==> config.mk <==
export PLATFORM = sky130hd
export DESIGN_NAME = midpoint_ellipse_rasterizer_top_flat
export DESIGN_NICKNAME = d
export VERILOG_FILES = /design/src/hdl/mer_pkg.sv /design/src/hdl/mer_in_if.sv /design/src/hdl/mer_out_if.sv /design/src/hdl/mer_ctrl.sv /design/src/hdl/mer_dpath.sv /design/src/hdl/midpoint_ellipse_rasterizer_top.sv /design/src/flat_wrapper.sv
export SDC_FILE = /design/constraint.sdc
export NUM_CORES = 2
export LEC_CHECK = 0
export BUFFER_PORTS_ARGS = -buffer_cell sky130_fd_sc_hd__buf_4
export CORE_AREA = 2 2 211 368
export CTS_CLUSTER_DIAMETER = 50
export DETAILED_ROUTE_END_ITERATION = 8
export DIE_AREA = 0 0 213 370
export GPL_TIMING_DRIVEN = 0
export PLACE_DENSITY_LB_ADDON = 0.15
export SLEW_MARGIN = 20
export SYNTH_ARGS = -nofsm -noshare
export SYNTH_HDL_FRONTEND = slang
export SYNTH_HIERARCHICAL = 1
export SYNTH_SLANG_ARGS = --single-unit
==> constraint.sdc <==
create_clock -name clk -period 20.7 [get_ports clk]
set_input_delay 4.14 -clock clk [delete_from_list [all_inputs] [get_ports clk]]
set_output_delay 4.14 -clock clk [all_outputs]
set_load 0.01 [all_outputs]
==> src/hdl/mer_pkg.sv <==
package mer_pkg;

  // width of the signed column and row results
  localparam int OUT_W = 14;

  // command field of an input transaction
  localparam logic CMD_START   = 1'b0;
  localparam logic CMD_ADVANCE = 1'b1;

  typedef enum logic [3:0] {
    OP_NONE,
    OP_CAPTURE,
    OP_SQ_RY,
    OP_SLOPE,
    OP_INIT,
    OP_STEP,
    OP_DEC_UPD,
    OP_E2_XX,
    OP_E2_RY2,
    OP_E2_YM1,
    OP_E2_RX2,
    OP_E2_RXRY,
    OP_E2_FIN
  } dp_op_t;

  typedef struct packed {
    dp_op_t op;
    logic   region2;
    logic   out_load;
    logic   out_null;
    logic   last;
  } dp_cmd_t;

  typedef struct packed {
    logic sx_lt_sy;
    logic y_pos;
    logic out_free;
  } dp_sts_t;

endpackage

==> src/hdl/mer_in_if.sv <==
interface mer_in_if #(
  parameter int COORD_BITS  = 12,
  parameter int RADIUS_BITS = 10
);
  logic                   valid;
  logic                   ready;
  logic                   cmd;
  logic [COORD_BITS-1:0]  center_x;
  logic [COORD_BITS-1:0]  center_y;
  logic [RADIUS_BITS-1:0] radius_x;
  logic [RADIUS_BITS-1:0] radius_y;
  logic                   fill_mode;

  modport source (
    output valid, cmd, center_x, center_y, radius_x, radius_y, fill_mode,
    input  ready
  );

  modport sink (
    input  valid, cmd, center_x, center_y, radius_x, radius_y, fill_mode,
    output ready
  );
endinterface

==> src/hdl/mer_out_if.sv <==
interface mer_out_if #(
  parameter int RADIUS_BITS = 10
);
  import mer_pkg::*;

  logic                    valid;
  logic                    ready;
  logic                    valid_res;
  logic                    last;
  logic                    is_fill;
  logic signed [OUT_W-1:0] left_col;
  logic signed [OUT_W-1:0] right_col;
  logic signed [OUT_W-1:0] lower_row;
  logic signed [OUT_W-1:0] upper_row;
  logic [RADIUS_BITS-1:0]  step_x;
  logic [RADIUS_BITS-1:0]  step_y;

  modport source (
    output valid, valid_res, last, is_fill, left_col, right_col, lower_row, upper_row,
           step_x, step_y,
    input  ready
  );

  modport sink (
    input  valid, valid_res, last, is_fill, left_col, right_col, lower_row, upper_row,
           step_x, step_y,
    output ready
  );
endinterface

==> src/hdl/mer_ctrl.sv <==
module mer_ctrl (
  input  logic            clk,
  input  logic            rst_n,
  input  logic            in_valid,
  input  logic            in_cmd,
  output logic            in_ready,
  input  mer_pkg::dp_sts_t sts,
  output mer_pkg::dp_cmd_t cmd
);
  import mer_pkg::*;

  typedef enum logic [3:0] {
    S_IDLE,
    S_SQ_RY,
    S_SLOPE,
    S_INIT,
    S_SETTLE,
    S_E2_XX,
    S_E2_RY2,
    S_E2_YM1,
    S_E2_RX2,
    S_E2_RXRY,
    S_E2_FIN,
    S_EMIT
  } state_t;

  typedef enum logic [1:0] {
    PH_NONE,
    PH_R1,
    PH_R2
  } phase_t;

  state_t state_r, state_nxt;
  phase_t phase_r, phase_nxt;
  logic   from_step_r, from_step_nxt;
  logic   last_r, last_nxt;
  logic   null_r, null_nxt;
  logic   fin;

  always_comb begin
    state_nxt     = state_r;
    phase_nxt     = phase_r;
    from_step_nxt = from_step_r;
    last_nxt      = last_r;
    null_nxt      = null_r;
    fin           = 1'b0;
    cmd           = '0;
    cmd.op        = OP_NONE;
    cmd.region2   = (phase_r == PH_R2);
    in_ready      = (state_r == S_IDLE);

    unique case (state_r)
      S_IDLE: begin
        if (in_valid) begin
          if (in_cmd == CMD_START) begin
            cmd.op        = OP_CAPTURE;
            phase_nxt     = PH_R1;
            from_step_nxt = 1'b0;
            state_nxt     = S_SQ_RY;
          end else if (phase_r == PH_NONE) begin
            // advance with no ellipse running gives an empty result
            null_nxt  = 1'b1;
            last_nxt  = 1'b0;
            state_nxt = S_EMIT;
          end else begin
            cmd.op        = OP_STEP;
            from_step_nxt = 1'b1;
            state_nxt     = S_SETTLE;
          end
        end
      end
      S_SQ_RY: begin
        cmd.op    = OP_SQ_RY;
        state_nxt = S_SLOPE;
      end
      S_SLOPE: begin
        cmd.op    = OP_SLOPE;
        state_nxt = S_INIT;
      end
      S_INIT: begin
        cmd.op    = OP_INIT;
        state_nxt = S_SETTLE;
      end
      S_SETTLE: begin
        if (from_step_r) begin
          cmd.op = OP_DEC_UPD;
        end
        null_nxt = 1'b0;
        if (phase_r == PH_R1 && !sts.sx_lt_sy && sts.y_pos) begin
          phase_nxt = PH_R2;
          state_nxt = S_E2_XX;
        end else begin
          fin = !(phase_r == PH_R1 && sts.sx_lt_sy) && !(phase_r == PH_R2 && sts.y_pos);
          if (fin) begin
            phase_nxt = PH_NONE;
          end
          if (sts.out_free) begin
            cmd.out_load = 1'b1;
            cmd.last     = fin;
            state_nxt    = S_IDLE;
          end else begin
            last_nxt  = fin;
            state_nxt = S_EMIT;
          end
        end
      end
      S_E2_XX: begin
        cmd.op    = OP_E2_XX;
        state_nxt = S_E2_RY2;
      end
      S_E2_RY2: begin
        cmd.op    = OP_E2_RY2;
        state_nxt = S_E2_YM1;
      end
      S_E2_YM1: begin
        cmd.op    = OP_E2_YM1;
        state_nxt = S_E2_RX2;
      end
      S_E2_RX2: begin
        cmd.op    = OP_E2_RX2;
        state_nxt = S_E2_RXRY;
      end
      S_E2_RXRY: begin
        cmd.op    = OP_E2_RXRY;
        state_nxt = S_E2_FIN;
      end
      S_E2_FIN: begin
        cmd.op = OP_E2_FIN;
        if (sts.out_free) begin
          cmd.out_load = 1'b1;
          state_nxt    = S_IDLE;
        end else begin
          last_nxt  = 1'b0;
          null_nxt  = 1'b0;
          state_nxt = S_EMIT;
        end
      end
      S_EMIT: begin
        if (sts.out_free) begin
          cmd.out_load = 1'b1;
          cmd.out_null = null_r;
          cmd.last     = last_r;
          state_nxt    = S_IDLE;
        end
      end
      default: begin
        state_nxt = S_IDLE;
      end
    endcase
  end

  always_ff @(posedge clk) begin
    if (!rst_n) begin
      state_r     <= S_IDLE;
      phase_r     <= PH_NONE;
      from_step_r <= 1'b0;
      last_r      <= 1'b0;
      null_r      <= 1'b0;
    end else begin
      state_r     <= state_nxt;
      phase_r     <= phase_nxt;
      from_step_r <= from_step_nxt;
      last_r      <= last_nxt;
      null_r      <= null_nxt;
    end
  end

endmodule

==> src/hdl/mer_dpath.sv <==
module mer_dpath #(
  parameter int COORD_BITS  = 12,
  parameter int RADIUS_BITS = 10
) (
  input  logic                          clk,
  input  logic                          rst_n,
  input  mer_pkg::dp_cmd_t              cmd,
  output mer_pkg::dp_sts_t              sts,
  input  logic [COORD_BITS-1:0]         in_center_x,
  input  logic [COORD_BITS-1:0]         in_center_y,
  input  logic [RADIUS_BITS-1:0]        in_radius_x,
  input  logic [RADIUS_BITS-1:0]        in_radius_y,
  input  logic                          in_fill_mode,
  input  logic                          out_ready,
  output logic                          out_valid,
  output logic                          out_valid_res,
  output logic                          out_last,
  output logic                          out_is_fill,
  output logic signed [mer_pkg::OUT_W-1:0] out_left_col,
  output logic signed [mer_pkg::OUT_W-1:0] out_right_col,
  output logic signed [mer_pkg::OUT_W-1:0] out_lower_row,
  output logic signed [mer_pkg::OUT_W-1:0] out_upper_row,
  output logic [RADIUS_BITS-1:0]        out_step_x,
  output logic [RADIUS_BITS-1:0]        out_step_y
);
  import mer_pkg::*;

  localparam int R    = RADIUS_BITS;
  localparam int SQ_W = 2 * R;
  localparam int SL_W = 3 * R + 1;
  localparam int P_W  = 4 * R;
  localparam int D_W  = 4 * R + 4;
  localparam int X_W  = R + 1;
  localparam int EW   = COORD_BITS + R + OUT_W;

  // walk state
  logic [COORD_BITS-1:0] ccol_r, ccol_nxt;
  logic [COORD_BITS-1:0] crow_r, crow_nxt;
  logic                  mode_r, mode_nxt;
  logic [X_W-1:0]        x_r, x_nxt;
  logic [R-1:0]          y_r, y_nxt;
  logic [SL_W-1:0]       sx_r, sx_nxt;
  logic [SL_W-1:0]       sy_r, sy_nxt;
  logic [D_W-1:0]        dec_r, dec_nxt;
  logic [D_W-1:0]        acc_r, acc_nxt;
  logic [SQ_W-1:0]       rx2_r, rx2_nxt;
  logic [SQ_W-1:0]       ry2_r, ry2_nxt;
  logic [P_W-1:0]        prod_r, prod_nxt;
  logic                  br_r, br_nxt;

  // result register
  logic                  ovalid_r, ovalid_nxt;
  logic                  res_valid_r, res_valid_nxt;
  logic                  res_last_r, res_last_nxt;
  logic                  res_fill_r, res_fill_nxt;
  logic [OUT_W-1:0]      res_left_r, res_left_nxt;
  logic [OUT_W-1:0]      res_right_r, res_right_nxt;
  logic [OUT_W-1:0]      res_lower_r, res_lower_nxt;
  logic [OUT_W-1:0]      res_upper_r, res_upper_nxt;
  logic [R-1:0]          res_sx_r, res_sx_nxt;
  logic [R-1:0]          res_sy_r, res_sy_nxt;

  logic [SQ_W-1:0]       mul_a, mul_b;
  logic [R-1:0]          y_m1;
  logic [X_W-1:0]        x_p1;
  logic [SL_W-1:0]       sl_ry, sl_rx;
  logic                  dec_neg, dec_pos;
  logic [D_W-1:0]        add_k, add_p, sub_p;
  logic [EW-1:0]         left_w, right_w, lower_w, upper_w;

  assign y_m1    = y_r - 1'b1;
  assign x_p1    = x_r + 1'b1;
  assign sl_ry   = SL_W'({ry2_r, 1'b0});
  assign sl_rx   = SL_W'({rx2_r, 1'b0});
  assign dec_neg = dec_r[D_W-1];
  assign dec_pos = !dec_r[D_W-1] && (|dec_r);

  // shared multiplier operand select
  always_comb begin
    mul_a = '0;
    mul_b = '0;
    case (cmd.op)
      OP_CAPTURE: begin
        mul_a = SQ_W'(in_radius_x);
        mul_b = SQ_W'(in_radius_x);
      end
      OP_SQ_RY: begin
        mul_a = SQ_W'(y_r);
        mul_b = SQ_W'(y_r);
      end
      OP_SLOPE: begin
        mul_a = rx2_r;
        mul_b = SQ_W'(y_r);
      end
      OP_E2_XX: begin
        mul_a = SQ_W'(x_r);
        mul_b = SQ_W'(x_p1);
      end
      OP_E2_RY2: begin
        mul_a = ry2_r;
        mul_b = prod_r[SQ_W-1:0];
      end
      OP_E2_YM1: begin
        mul_a = SQ_W'(y_m1);
        mul_b = SQ_W'(y_m1);
      end
      OP_E2_RX2: begin
        mul_a = rx2_r;
        mul_b = prod_r[SQ_W-1:0];
      end
      OP_E2_RXRY: begin
        mul_a = rx2_r;
        mul_b = ry2_r;
      end
      default: begin
        mul_a = '0;
        mul_b = '0;
      end
    endcase
  end

  // decision update terms: region 1 adds ry2 + sx and drops sy on a diagonal move,
  // region 2 adds rx2 - sy and picks up sx on a diagonal move
  always_comb begin
    add_k = cmd.region2 ? D_W'(rx2_r) : D_W'(ry2_r);
    add_p = (!cmd.region2 || br_r) ? D_W'(sx_r) : '0;
    sub_p = (cmd.region2 || br_r) ? D_W'(sy_r) : '0;
  end

  always_comb begin
    left_w  = EW'(ccol_r) - EW'(x_r);
    right_w = EW'(ccol_r) + EW'(x_r) - EW'(!mode_r);
    lower_w = EW'(crow_r) + EW'(y_r) - EW'(1'b1);
    upper_w = EW'(crow_r) - EW'(y_r);
  end

  always_comb begin
    ccol_nxt = ccol_r;
    crow_nxt = crow_r;
    mode_nxt = mode_r;
    x_nxt    = x_r;
    y_nxt    = y_r;
    sx_nxt   = sx_r;
    sy_nxt   = sy_r;
    dec_nxt  = dec_r;
    acc_nxt  = acc_r;
    rx2_nxt  = rx2_r;
    ry2_nxt  = ry2_r;
    br_nxt   = br_r;
    prod_nxt = P_W'(mul_a * mul_b);

    case (cmd.op)
      OP_CAPTURE: begin
        ccol_nxt = in_center_x;
        crow_nxt = in_center_y;
        mode_nxt = in_fill_mode;
        x_nxt    = '0;
        y_nxt    = in_radius_y;
        sx_nxt   = '0;
      end
      OP_SQ_RY: begin
        rx2_nxt = prod_r[SQ_W-1:0];
      end
      OP_SLOPE: begin
        ry2_nxt = prod_r[SQ_W-1:0];
      end
      OP_INIT: begin
        sy_nxt  = {prod_r[SL_W-2:0], 1'b0};
        dec_nxt = D_W'(ry2_r) - D_W'(prod_r) + D_W'(rx2_r >> 2);
      end
      OP_STEP: begin
        if (!cmd.region2) begin
          x_nxt  = x_p1;
          sx_nxt = sx_r + sl_ry;
          if (dec_neg) begin
            br_nxt = 1'b0;
          end else begin
            y_nxt  = y_m1;
            sy_nxt = sy_r - sl_rx;
            br_nxt = 1'b1;
          end
        end else begin
          y_nxt  = y_m1;
          sy_nxt = sy_r - sl_rx;
          if (dec_pos) begin
            br_nxt = 1'b0;
          end else begin
            x_nxt  = x_p1;
            sx_nxt = sx_r + sl_ry;
            br_nxt = 1'b1;
          end
        end
      end
      OP_DEC_UPD: begin
        dec_nxt = dec_r + add_k + add_p - sub_p;
      end
      OP_E2_YM1: begin
        acc_nxt = D_W'(prod_r) + D_W'(ry2_r >> 2);
      end
      OP_E2_RXRY: begin
        acc_nxt = acc_r + D_W'(prod_r);
      end
      OP_E2_FIN: begin
        dec_nxt = acc_r - D_W'(prod_r);
      end
      default: begin
      end
    endcase
  end

  always_comb begin
    ovalid_nxt    = ovalid_r;
    res_valid_nxt = res_valid_r;
    res_last_nxt  = res_last_r;
    res_fill_nxt  = res_fill_r;
    res_left_nxt  = res_left_r;
    res_right_nxt = res_right_r;
    res_lower_nxt = res_lower_r;
    res_upper_nxt = res_upper_r;
    res_sx_nxt    = res_sx_r;
    res_sy_nxt    = res_sy_r;
    if (cmd.out_load) begin
      ovalid_nxt = 1'b1;
      if (cmd.out_null) begin
        res_valid_nxt = 1'b0;
        res_last_nxt  = 1'b0;
        res_fill_nxt  = 1'b0;
        res_left_nxt  = '0;
        res_right_nxt = '0;
        res_lower_nxt = '0;
        res_upper_nxt = '0;
        res_sx_nxt    = '0;
        res_sy_nxt    = '0;
      end else begin
        res_valid_nxt = 1'b1;
        res_last_nxt  = cmd.last;
        res_fill_nxt  = mode_r;
        res_left_nxt  = left_w[OUT_W-1:0];
        res_right_nxt = right_w[OUT_W-1:0];
        res_lower_nxt = lower_w[OUT_W-1:0];
        res_upper_nxt = upper_w[OUT_W-1:0];
        res_sx_nxt    = x_r[R-1:0];
        res_sy_nxt    = y_r;
      end
    end else if (out_ready) begin
      ovalid_nxt = 1'b0;
    end
  end

  always_ff @(posedge clk) begin
    if (!rst_n) begin
      ovalid_r <= 1'b0;
    end else begin
      ovalid_r <= ovalid_nxt;
    end
  end

  always_ff @(posedge clk) begin
    ccol_r      <= ccol_nxt;
    crow_r      <= crow_nxt;
    mode_r      <= mode_nxt;
    x_r         <= x_nxt;
    y_r         <= y_nxt;
    sx_r        <= sx_nxt;
    sy_r        <= sy_nxt;
    dec_r       <= dec_nxt;
    acc_r       <= acc_nxt;
    rx2_r       <= rx2_nxt;
    ry2_r       <= ry2_nxt;
    prod_r      <= prod_nxt;
    br_r        <= br_nxt;
    res_valid_r <= res_valid_nxt;
    res_last_r  <= res_last_nxt;
    res_fill_r  <= res_fill_nxt;
    res_left_r  <= res_left_nxt;
    res_right_r <= res_right_nxt;
    res_lower_r <= res_lower_nxt;
    res_upper_r <= res_upper_nxt;
    res_sx_r    <= res_sx_nxt;
    res_sy_r    <= res_sy_nxt;
  end

  assign sts.sx_lt_sy = (sx_r < sy_r);
  assign sts.y_pos    = |y_r;
  assign sts.out_free = !ovalid_r || out_ready;

  assign out_valid     = ovalid_r;
  assign out_valid_res = res_valid_r;
  assign out_last      = res_last_r;
  assign out_is_fill   = res_fill_r;
  assign out_left_col  = $signed(res_left_r);
  assign out_right_col = $signed(res_right_r);
  assign out_lower_row = $signed(res_lower_r);
  assign out_upper_row = $signed(res_upper_r);
  assign out_step_x    = res_sx_r;
  assign out_step_y    = res_sy_r;

endmodule

==> src/hdl/midpoint_ellipse_rasterizer_top.sv <==
// channel   role    handshake     payload
// in_ch     sink    valid/ready   cmd, center_x, center_y, radius_x, radius_y, fill_mode
// out_ch    source  valid/ready   valid_res, last, is_fill, left/right_col, lower/upper_row,
//                                 step_x, step_y
//
// advance: step update, then decision update and region check
// entering region 2 adds the E2_XX to E2_RXRY products on the one shared multiplier, then E2_FIN
// start: three squares/products through the multiplier, setup, region check
// advance with no ellipse running gives a result with valid_res low
// a finished result waits in the output register while the next transaction is accepted
// reset is synchronous, active low, and clears the sequencer and the output valid flag
module midpoint_ellipse_rasterizer_top #(
  parameter int COORD_BITS  = 12,
  parameter int RADIUS_BITS = 10
) (
  input logic       clk,
  input logic       rst_n,
  mer_in_if.sink    in_ch,
  mer_out_if.source out_ch
);
  import mer_pkg::*;

  dp_cmd_t dp_cmd;
  dp_sts_t dp_sts;
  logic    in_ready;

  mer_ctrl u_ctrl (
    .clk      (clk),
    .rst_n    (rst_n),
    .in_valid (in_ch.valid),
    .in_cmd   (in_ch.cmd),
    .in_ready (in_ready),
    .sts      (dp_sts),
    .cmd      (dp_cmd)
  );

  assign in_ch.ready = in_ready;

  mer_dpath #(
    .COORD_BITS  (COORD_BITS),
    .RADIUS_BITS (RADIUS_BITS)
  ) u_dpath (
    .clk           (clk),
    .rst_n         (rst_n),
    .cmd           (dp_cmd),
    .sts           (dp_sts),
    .in_center_x   (in_ch.center_x),
    .in_center_y   (in_ch.center_y),
    .in_radius_x   (in_ch.radius_x),
    .in_radius_y   (in_ch.radius_y),
    .in_fill_mode  (in_ch.fill_mode),
    .out_ready     (out_ch.ready),
    .out_valid     (out_ch.valid),
    .out_valid_res (out_ch.valid_res),
    .out_last      (out_ch.last),
    .out_is_fill   (out_ch.is_fill),
    .out_left_col  (out_ch.left_col),
    .out_right_col (out_ch.right_col),
    .out_lower_row (out_ch.lower_row),
    .out_upper_row (out_ch.upper_row),
    .out_step_x    (out_ch.step_x),
    .out_step_y    (out_ch.step_y)
  );

`ifndef ASSERT_OFF
  a_one_transaction: assert property (@(posedge clk) disable iff (!rst_n)
    in_ch.valid && in_ch.ready |=> !in_ch.ready)
    else $error("input taken while a transaction is still in work");

  a_last_on_axis: assert property (@(posedge clk) disable iff (!rst_n)
    out_ch.valid && out_ch.last |-> out_ch.step_y == '0)
    else $error("final step of an ellipse off the horizontal axis");

  a_load_when_free: assert property (@(posedge clk) disable iff (!rst_n)
    dp_cmd.out_load |-> dp_sts.out_free)
    else $error("result register overwritten before it was taken");

  a_region2_order: assert property (@(posedge clk) disable iff (!rst_n)
    dp_cmd.op == OP_E2_FIN |-> $past(dp_cmd.op) == OP_E2_RXRY)
    else $error("region 2 decision finished out of sequence");
`endif

endmodule
==> src/flat_wrapper.sv <==
// flat-port wrapper written by rule: the top's interface ports become plain ports
module midpoint_ellipse_rasterizer_top_flat import mer_pkg::*;
#(
  parameter int COORD_BITS  = 12,
  parameter int RADIUS_BITS = 10
)
  (clk, rst_n, in_ch_valid, in_ch_cmd, in_ch_center_x, in_ch_center_y, in_ch_radius_x, in_ch_radius_y, in_ch_fill_mode, in_ch_ready, out_ch_valid, out_ch_valid_res, out_ch_last, out_ch_is_fill, out_ch_left_col, out_ch_right_col, out_ch_lower_row, out_ch_upper_row, out_ch_step_x, out_ch_step_y, out_ch_ready);
  mer_in_if #(.COORD_BITS(COORD_BITS), .RADIUS_BITS(RADIUS_BITS)) in_ch_i ();
  mer_out_if #(.RADIUS_BITS(RADIUS_BITS)) out_ch_i ();
  input logic clk;
  input logic rst_n;
  input wire logic [$bits(in_ch_i.valid)-1:0] in_ch_valid;
  input wire logic [$bits(in_ch_i.cmd)-1:0] in_ch_cmd;
  input wire logic [$bits(in_ch_i.center_x)-1:0] in_ch_center_x;
  input wire logic [$bits(in_ch_i.center_y)-1:0] in_ch_center_y;
  input wire logic [$bits(in_ch_i.radius_x)-1:0] in_ch_radius_x;
  input wire logic [$bits(in_ch_i.radius_y)-1:0] in_ch_radius_y;
  input wire logic [$bits(in_ch_i.fill_mode)-1:0] in_ch_fill_mode;
  output wire logic [$bits(in_ch_i.ready)-1:0] in_ch_ready;
  output wire logic [$bits(out_ch_i.valid)-1:0] out_ch_valid;
  output wire logic [$bits(out_ch_i.valid_res)-1:0] out_ch_valid_res;
  output wire logic [$bits(out_ch_i.last)-1:0] out_ch_last;
  output wire logic [$bits(out_ch_i.is_fill)-1:0] out_ch_is_fill;
  output wire logic [$bits(out_ch_i.left_col)-1:0] out_ch_left_col;
  output wire logic [$bits(out_ch_i.right_col)-1:0] out_ch_right_col;
  output wire logic [$bits(out_ch_i.lower_row)-1:0] out_ch_lower_row;
  output wire logic [$bits(out_ch_i.upper_row)-1:0] out_ch_upper_row;
  output wire logic [$bits(out_ch_i.step_x)-1:0] out_ch_step_x;
  output wire logic [$bits(out_ch_i.step_y)-1:0] out_ch_step_y;
  input wire logic [$bits(out_ch_i.ready)-1:0] out_ch_ready;
  assign in_ch_i.valid = in_ch_valid;
  assign in_ch_i.cmd = in_ch_cmd;
  assign in_ch_i.center_x = in_ch_center_x;
  assign in_ch_i.center_y = in_ch_center_y;
  assign in_ch_i.radius_x = in_ch_radius_x;
  assign in_ch_i.radius_y = in_ch_radius_y;
  assign in_ch_i.fill_mode = in_ch_fill_mode;
  assign in_ch_ready = in_ch_i.ready;
  assign out_ch_valid = out_ch_i.valid;
  assign out_ch_valid_res = out_ch_i.valid_res;
  assign out_ch_last = out_ch_i.last;
  assign out_ch_is_fill = out_ch_i.is_fill;
  assign out_ch_left_col = out_ch_i.left_col;
  assign out_ch_right_col = out_ch_i.right_col;
  assign out_ch_lower_row = out_ch_i.lower_row;
  assign out_ch_upper_row = out_ch_i.upper_row;
  assign out_ch_step_x = out_ch_i.step_x;
  assign out_ch_step_y = out_ch_i.step_y;
  assign out_ch_i.ready = out_ch_ready;
  midpoint_ellipse_rasterizer_top #(.COORD_BITS(COORD_BITS), .RADIUS_BITS(RADIUS_BITS)) u_core (.clk(clk), .rst_n(rst_n), .in_ch(in_ch_i), .out_ch(out_ch_i));
endmodule
== Word level (Yosys, flattened, before mapping) ==
Index checks and enable logic that the tools add are counted.
Storage, ports and cells
  register bits after elaboration: 366
  input port bits: 50
  output and inout port bits: 81
  logic and storage cells: 186
Operators by class
  $add $sub $neg: 18
  multiply operators: 1
  $lt $le $gt $ge: 1
  eq/ne operators: 37
  multiplexer cells: 63
  reductions and logical operators: 38
Operators with widths (number)
  20-bit one-hot mux with 6 select lines: 2
  31-bit 2-to-1 mux: 6
  44-bit one-hot mux with 3 select lines: 1
  31-bit one-hot mux with 2 select lines: 2
  44-bit one-hot mux with 2 select lines: 1
  4-bit one-hot mux with 12 select lines: 1
  44-bit by 20-bit adder with 44-bit output: 1
  44-bit by 31-bit adder with 44-bit output: 1
  44-bit by 40-bit adder with 44-bit output: 1
  4-bit one-hot mux with 11 select lines: 1
  44-bit OR reduction: 1
  44-bit by 31-bit subtractor with 44-bit output: 1
  44-bit by 40-bit subtractor with 44-bit output: 1
  41-bit by 19-bit adder with 42-bit output: 1
  40-bit by 18-bit adder with 41-bit output: 1
  20-bit by 40-bit subtractor with 41-bit output: 1
  20-bit by 20-bit multiplier with 40-bit output: 1
  4-bit equality test, second input constant: 9
  4-bit by 3-bit equality test with 1-bit output, second input constant: 8
  31-bit by 21-bit adder with 31-bit output: 1
  31-bit less-than comparator: 1
  31-bit by 21-bit subtractor with 31-bit output: 1
  4-bit 2-to-1 mux: 6
  1-bit 2-to-1 mux: 22
  other kinds (40): 86

== Longest topological paths before layout ==
  depth after elaboration: 9
  mapped depth: 42
  mapped depth without buffers: 39

== Cells and area by module ==
Netlist, hierarchy kept.
Modules (own cells, without submodules)
  mer_dpath: times used 1, cells an instance 5017, area an instance 44173.6 um2, sequential area each 10189.8 um2
  mer_ctrl: times used 1, cells an instance 104, area an instance 828.3 um2, sequential area each 180.2 um2

== Least setup slack after synthesis ==
OpenSTA, ideal clock, no wires.
  path kind: in2reg
  from: in in_ch_cmd
  to: reg u_core.u_dpath.prod_r[29]
  library setup time: 0.072 ns
  data arrival time: 12.925 ns
  data required time: 20.628 ns
  slack: 7.703 ns
  stages on the path: 35
  path buffers: 2
  cell sequence: or3b_1 nand3_1 o211ai_1 nand2b_1 nor3_1 clkbuf_1 a21oi_1 nand3_1 clkbuf_1 nand2_1 fa_1 inv_1 fa_1 inv_1 fa_1 inv_1 fa_1 fa_1 fa_1 inv_1 fa_1 inv_1 ha_1 a21o_1 a21oi_1 o221ai_1 a2111oi_0 o21ai_0 a41oi_1 a21boi_0 o21ai_0 a21oi_1 o21a_1 nor2_1 xnor2_1
RTL lines
  start: declaration: RTL line flat_wrapper.sv:13  | input wire logic [$bits(in_ch_i.cmd)-1:0] in_ch_cmd;
  end signal: assignment: RTL line mer_dpath.sv:270  | prod_r <= prod_nxt;
  end: declaration: RTL line mer_dpath.sv:48  | logic [P_W-1:0] prod_r, prod_nxt;

==> tab_implementation.tex <==
\begin{tabular}{lr}
\hline
Metric & Value \\
\hline
\multicolumn{2}{l}{\textbf{Clock network}} \\
\quad CTS hold repair buffers & 0 \\
\quad Buffer depth of the longest clock path & 3 \\
\quad Sinks on the clock net & 362 \\
\quad Clock buffer count from CTS & 42 \\
\quad Register clock-pin slew on the reported worst setup and hold paths & roughly 60 ps \\
\quad CTS tree & yes \\
\quad Clock latency on the worst-skew pair & roughly 610 ps \\
\quad Buffer cell driving the clock tree root & clkbuf\_16 \\
\quad Post-CTS Setup Inserts & 0 \\
\quad Post-cts gate resize count & 0 \\
\quad Maximum level of the CTS H-tree & 2 \\
\multicolumn{2}{l}{\textbf{Worst setup path}} \\
\quad Worst Setup Start Kind & input pin \\
\quad Critical Path Most Common Cell & fa\_1 \\
\quad Endpoint kind of the worst setup timing path & flop \\
\quad Worst Path Arrival & roughly 16,000 ps \\
\quad Maximum fanout encountered on the critical timing path & 10 \\
\quad Cell with the largest stage delay on the worst path & a41oi\_1 \\
\quad Endpoint required time on the critical path & 21,190 ps \\
\quad Critical Path Max Stage Delay & 850 ps \\
\quad Critical path class & in -> reg \\
\multicolumn{2}{l}{\textbf{Global routing}} \\
\quad First-pass GRT wire length & 217,000 um \\
\quad GR Util All Layers & 0.3653 \\
\quad Initial antenna violation count & 1 \\
\quad Pin count of the biggest net entering global routing & 29 \\
\quad Grt ovf & 0 \\
\quad Vias in the first global route & 39,170 \\
\multicolumn{2}{l}{\textbf{Yosys}} \\
\quad FF+latch count, synth & 362 \\
\quad Adder-cell area share of the yosys netlist & 0.3072 \\
\quad Mapped cell area & between 40,000 and 50,000 um\^{}2 \\
\quad Post-Synthesis Mean Instance Area & 8.788 um\^{}2 \\
\quad Portion of netlist area occupied by mux cells & 0.007201 \\
\quad Count of mapped cells out of synthesis & 5,121 \\
\quad Synth async-reset ratio & 0 \\
\quad Post-synth top flop & edfxtp\_1 \\
\quad Net count of the mapped netlist & between 6,000 and 7,000 \\
\quad Synth unique cells & 105 \\
\quad Compound-gate portion of the synthesized area & 0.1579 \\
\quad Count of yosys warnings during synthesis & 6 \\
\quad Xor/xnor cell area share of the yosys netlist & 0.06559 \\
\quad Proportion of synthesized chip area in sequential cells & 0.2304 \\
\quad Fraction of the mapped netlist area in simple logic gates & 0.1511 \\
\quad Number of flops mapped to enable cells by yosys & 312 \\
\quad Main combinational cell family by area after synthesis & adder cells \\
\multicolumn{2}{l}{\textbf{Layout}} \\
\quad Final cell count without fillers & about 6,400 \\
\quad Synth-to-layout area growth & 9.069\% \\
\quad Util after Layout & 0.6463 \\
\quad Layout cell share with drive strength beyond 1 & 0.05551 \\
\quad Fin nets & 6,244 \\
\multicolumn{2}{l}{\textbf{Status}} \\
\quad Outcome & finished, final reports clean \\
\multicolumn{2}{l}{\textbf{Place}} \\
\quad Last weighted congestion value of the routability-driven placer & 0.9968 \\
\quad Port Buffers & between 100 and 150 \\
\quad DP HPWL & 121,000 um \\
\quad Post-Place Cells & approximately 6,300 \\
\multicolumn{2}{l}{\textbf{Job}} \\
\quad \# Max-Cap Violations & 0 \\
\multicolumn{2}{l}{\textbf{Drt}} \\
\quad Avg Vias per Cell & 6.027 \\
\quad Remaining antenna violation count & 0 \\
\quad Number of DRC markers in iteration 0 & approximately 3,000 \\
\quad Wire length per cell & around 23 um \\
\quad Total DRC errors in the routed layout & 0 \\
\quad Vias & between 30,000 and 40,000 \\
\quad Pre-antenna DRT Iters & 7 \\
\quad Routed wire length & 144,100 um \\
\multicolumn{2}{l}{\textbf{STA}} \\
\quad Final number of hold-violating endpoints & 0 \\
\quad Highest clock rate & 65.92 MHz \\
\quad Relative slew slack & 0.2113 \\
\quad Least-Margin Pin Slew & 1183 ps \\
\quad Final period util & 0.7328 \\
\quad Max Clock Skew & 42.32 ps \\
\quad Unrepaired setup endpoints after global routing & false \\
\quad Sum of negative setup slack & 0 ps \\
\quad Post-layout min period & 15,170 ps \\
\quad Total setup violations reported at the end of the flow & 0 \\
\quad Number of max-slew violations in the final report & 0 \\
\multicolumn{2}{l}{\textbf{Floorplan}} \\
\quad Chip Width & 213 um \\
\quad Number of I/O pins & roughly 130 \\
\quad Die Outline Area & $\sim$79,000 um\^{}2 \\
\quad Die Height & about 370 um \\
\quad Placeable core region & 75,950 um\^{}2 \\
\quad Effective utilization at floorplan & 0.5925 \\
\quad Site row count & 134 \\
\multicolumn{2}{l}{\textbf{Worst hold path}} \\
\quad Class of the tightest hold or removal check & reg -> reg \\
\hline
\end{tabular}
[critical path, delay by kind of cell]
kind / cells / cell delay [ps]
AO/OA/AOI/OAI: 12 / 3700
adder cells (fa/ha/maj): 8 / 3890
AND/OR/NAND/NOR: 5 / 1160
XOR/XNOR: 1 / 150
buffers and inverters: 10 / 2590
[cell usage in the layout, fill, tap and decap left out, types with 25 or more instances in the layout]
| cell | netlist | routed |
|---|---|---|
| edfxtp_1 | 312 | 312 |
| nand2_1 | 451 | 451 |
| o21a_1 | 33 | 33 |
| a211oi_1 | 34 | 31 |
| o21bai_1 | 55 | 54 |
| fa_1 | 380 | 380 |
| clkbuf_16 | 0 | 43 |
| a31oi_1 | 25 | 25 |
| and3_1 | 32 | 32 |
| a21oi_1 | 284 | 283 |
| ha_1 | 497 | 497 |
| nand2b_1 | 54 | 54 |
| buf_4 | 4 | 143 |
| clkbuf_1 | 166 | 168 |
| dfxtp_1 | 50 | 50 |
| inv_1 | 757 | 757 |
| nand3_1 | 77 | 77 |
| a21o_1 | 112 | 112 |
| nand4_1 | 39 | 39 |
| a22oi_1 | 53 | 53 |
| nor4_1 | 28 | 28 |
| nor3_1 | 76 | 76 |
| xnor2_1 | 257 | 257 |
| mux2i_1 | 29 | 29 |
| nor2b_1 | 57 | 57 |
| and2_1 | 44 | 43 |
| o21ai_0 | 238 | 238 |
| xor2_1 | 80 | 80 |
| nor2_1 | 522 | 522 |
[flip-flops by register name, indices dropped and copies added (netlist names), 11 cells and up]
| name | cells |
|---|---|
| u_core/u_dpath/x_r | 11 |
| u_core/u_dpath/sy_r | 30 |
| u_core/u_dpath/acc_r | 44 |
| u_core/u_dpath/crow_r | 12 |
| u_core/u_dpath/out_upper_row | 13 |
| u_core/u_dpath/dec_r | 44 |
| u_core/u_dpath/out_left_col | 13 |
| u_core/u_dpath/out_right_col | 14 |
| u_core/u_dpath/sx_r | 30 |
| u_core/u_dpath/prod_r | 40 |
| u_core/u_dpath/ry2_r | 20 |
| u_core/u_dpath/ccol_r | 12 |
| u_core/u_dpath/out_lower_row | 14 |
| u_core/u_dpath/rx2_r | 20 |
[metal layers]
layer	GRT usage	routed length, um	up-vias	part of all wire
li1	-	-	17720	-
met1	0.3849	49660	18690	0.34
met2	0.6562	73320	1489	0.51
met3	0.03739	7818	505	0.054
met4	0.2916	13320	0	0.092
met5	0	0	-	0
[layout make-up]
| class | instances | area (um^2) |
|---|---|---|
| Antenna cell | 1 | 2.502 |
| Buffer | 190 | 757.0 |
| Clock buffer | 52 | 1160 |
| Clock inverter | 25 | 254.0 |
| Fill cell | 6623 | 26870 |
| Inverter | 764 | 2868 |
| Multi-Input combinational cell | 3805 | 31090 |
| Sequential cell | 362 | 10370 |
| Tap cell | 1020 | 1276 |
| Timing Repair Buffer | 152 | 1301 |
[synth_stat cells, drive strengths merged, types with 80 or more instances]
library cell | n | area share
o21ai | 252 | 0.028
edfxtp | 312 | 0.21
a21o | 112 | 0.019
clkbuf | 167 | 0.014
nand2 | 451 | 0.038
ha | 497 | 0.14
xnor2 | 257 | 0.050
fa | 380 | 0.17
inv | 758 | 0.063
nor2 | 523 | 0.044
xor2 | 80 | 0.016
a21oi | 285 | 0.032
[cell families after synthesis]
group           after synthesis
compound gates             1082
xor+xnor                    337
flops                       362
fa+ha+maj                   877
mux                          32
buf+inv                     954
simple gates               1477
[metrics by stage]
| stage | setup slack [ps] | cell area (um^2) | hold slack (ps) |
|---|---|---|---|
| 4_1_cts | 5583 | 49070 | 473.9 |
| 3_5_place_dp | 5003 | 47660 | 464.5 |
| 6_report | 5530 | 49080 | 476.8 |
| 3_3_place_gp | 4304 | 47250 | 457.9 |
| 5_1_grt | 5030 | 49080 | 506.8 |
| 2_1_floorplan | 7703 | 45000 | 448.6 |
[final timing paths]
path | startpoint | endpoint | slack, ps | depth (start not counted)
setup reg to reg | u_core/u_ctrl/state_r[2] | u_core/u_dpath/prod_r[29] | 8230 | 38
hold reg to reg | u_core/u_ctrl/from_step_r | u_core/u_ctrl/from_step_r | 480 | 2
setup / recovery | in_ch_cmd | u_core/u_dpath/prod_r[29] | 5530 | 36
hold / removal | u_core/u_ctrl/from_step_r | u_core/u_ctrl/from_step_r | 480 | 2
Power is not shown: default switching activity piles up to over one toggle a cycle in this logic, so the estimate is an artifact.
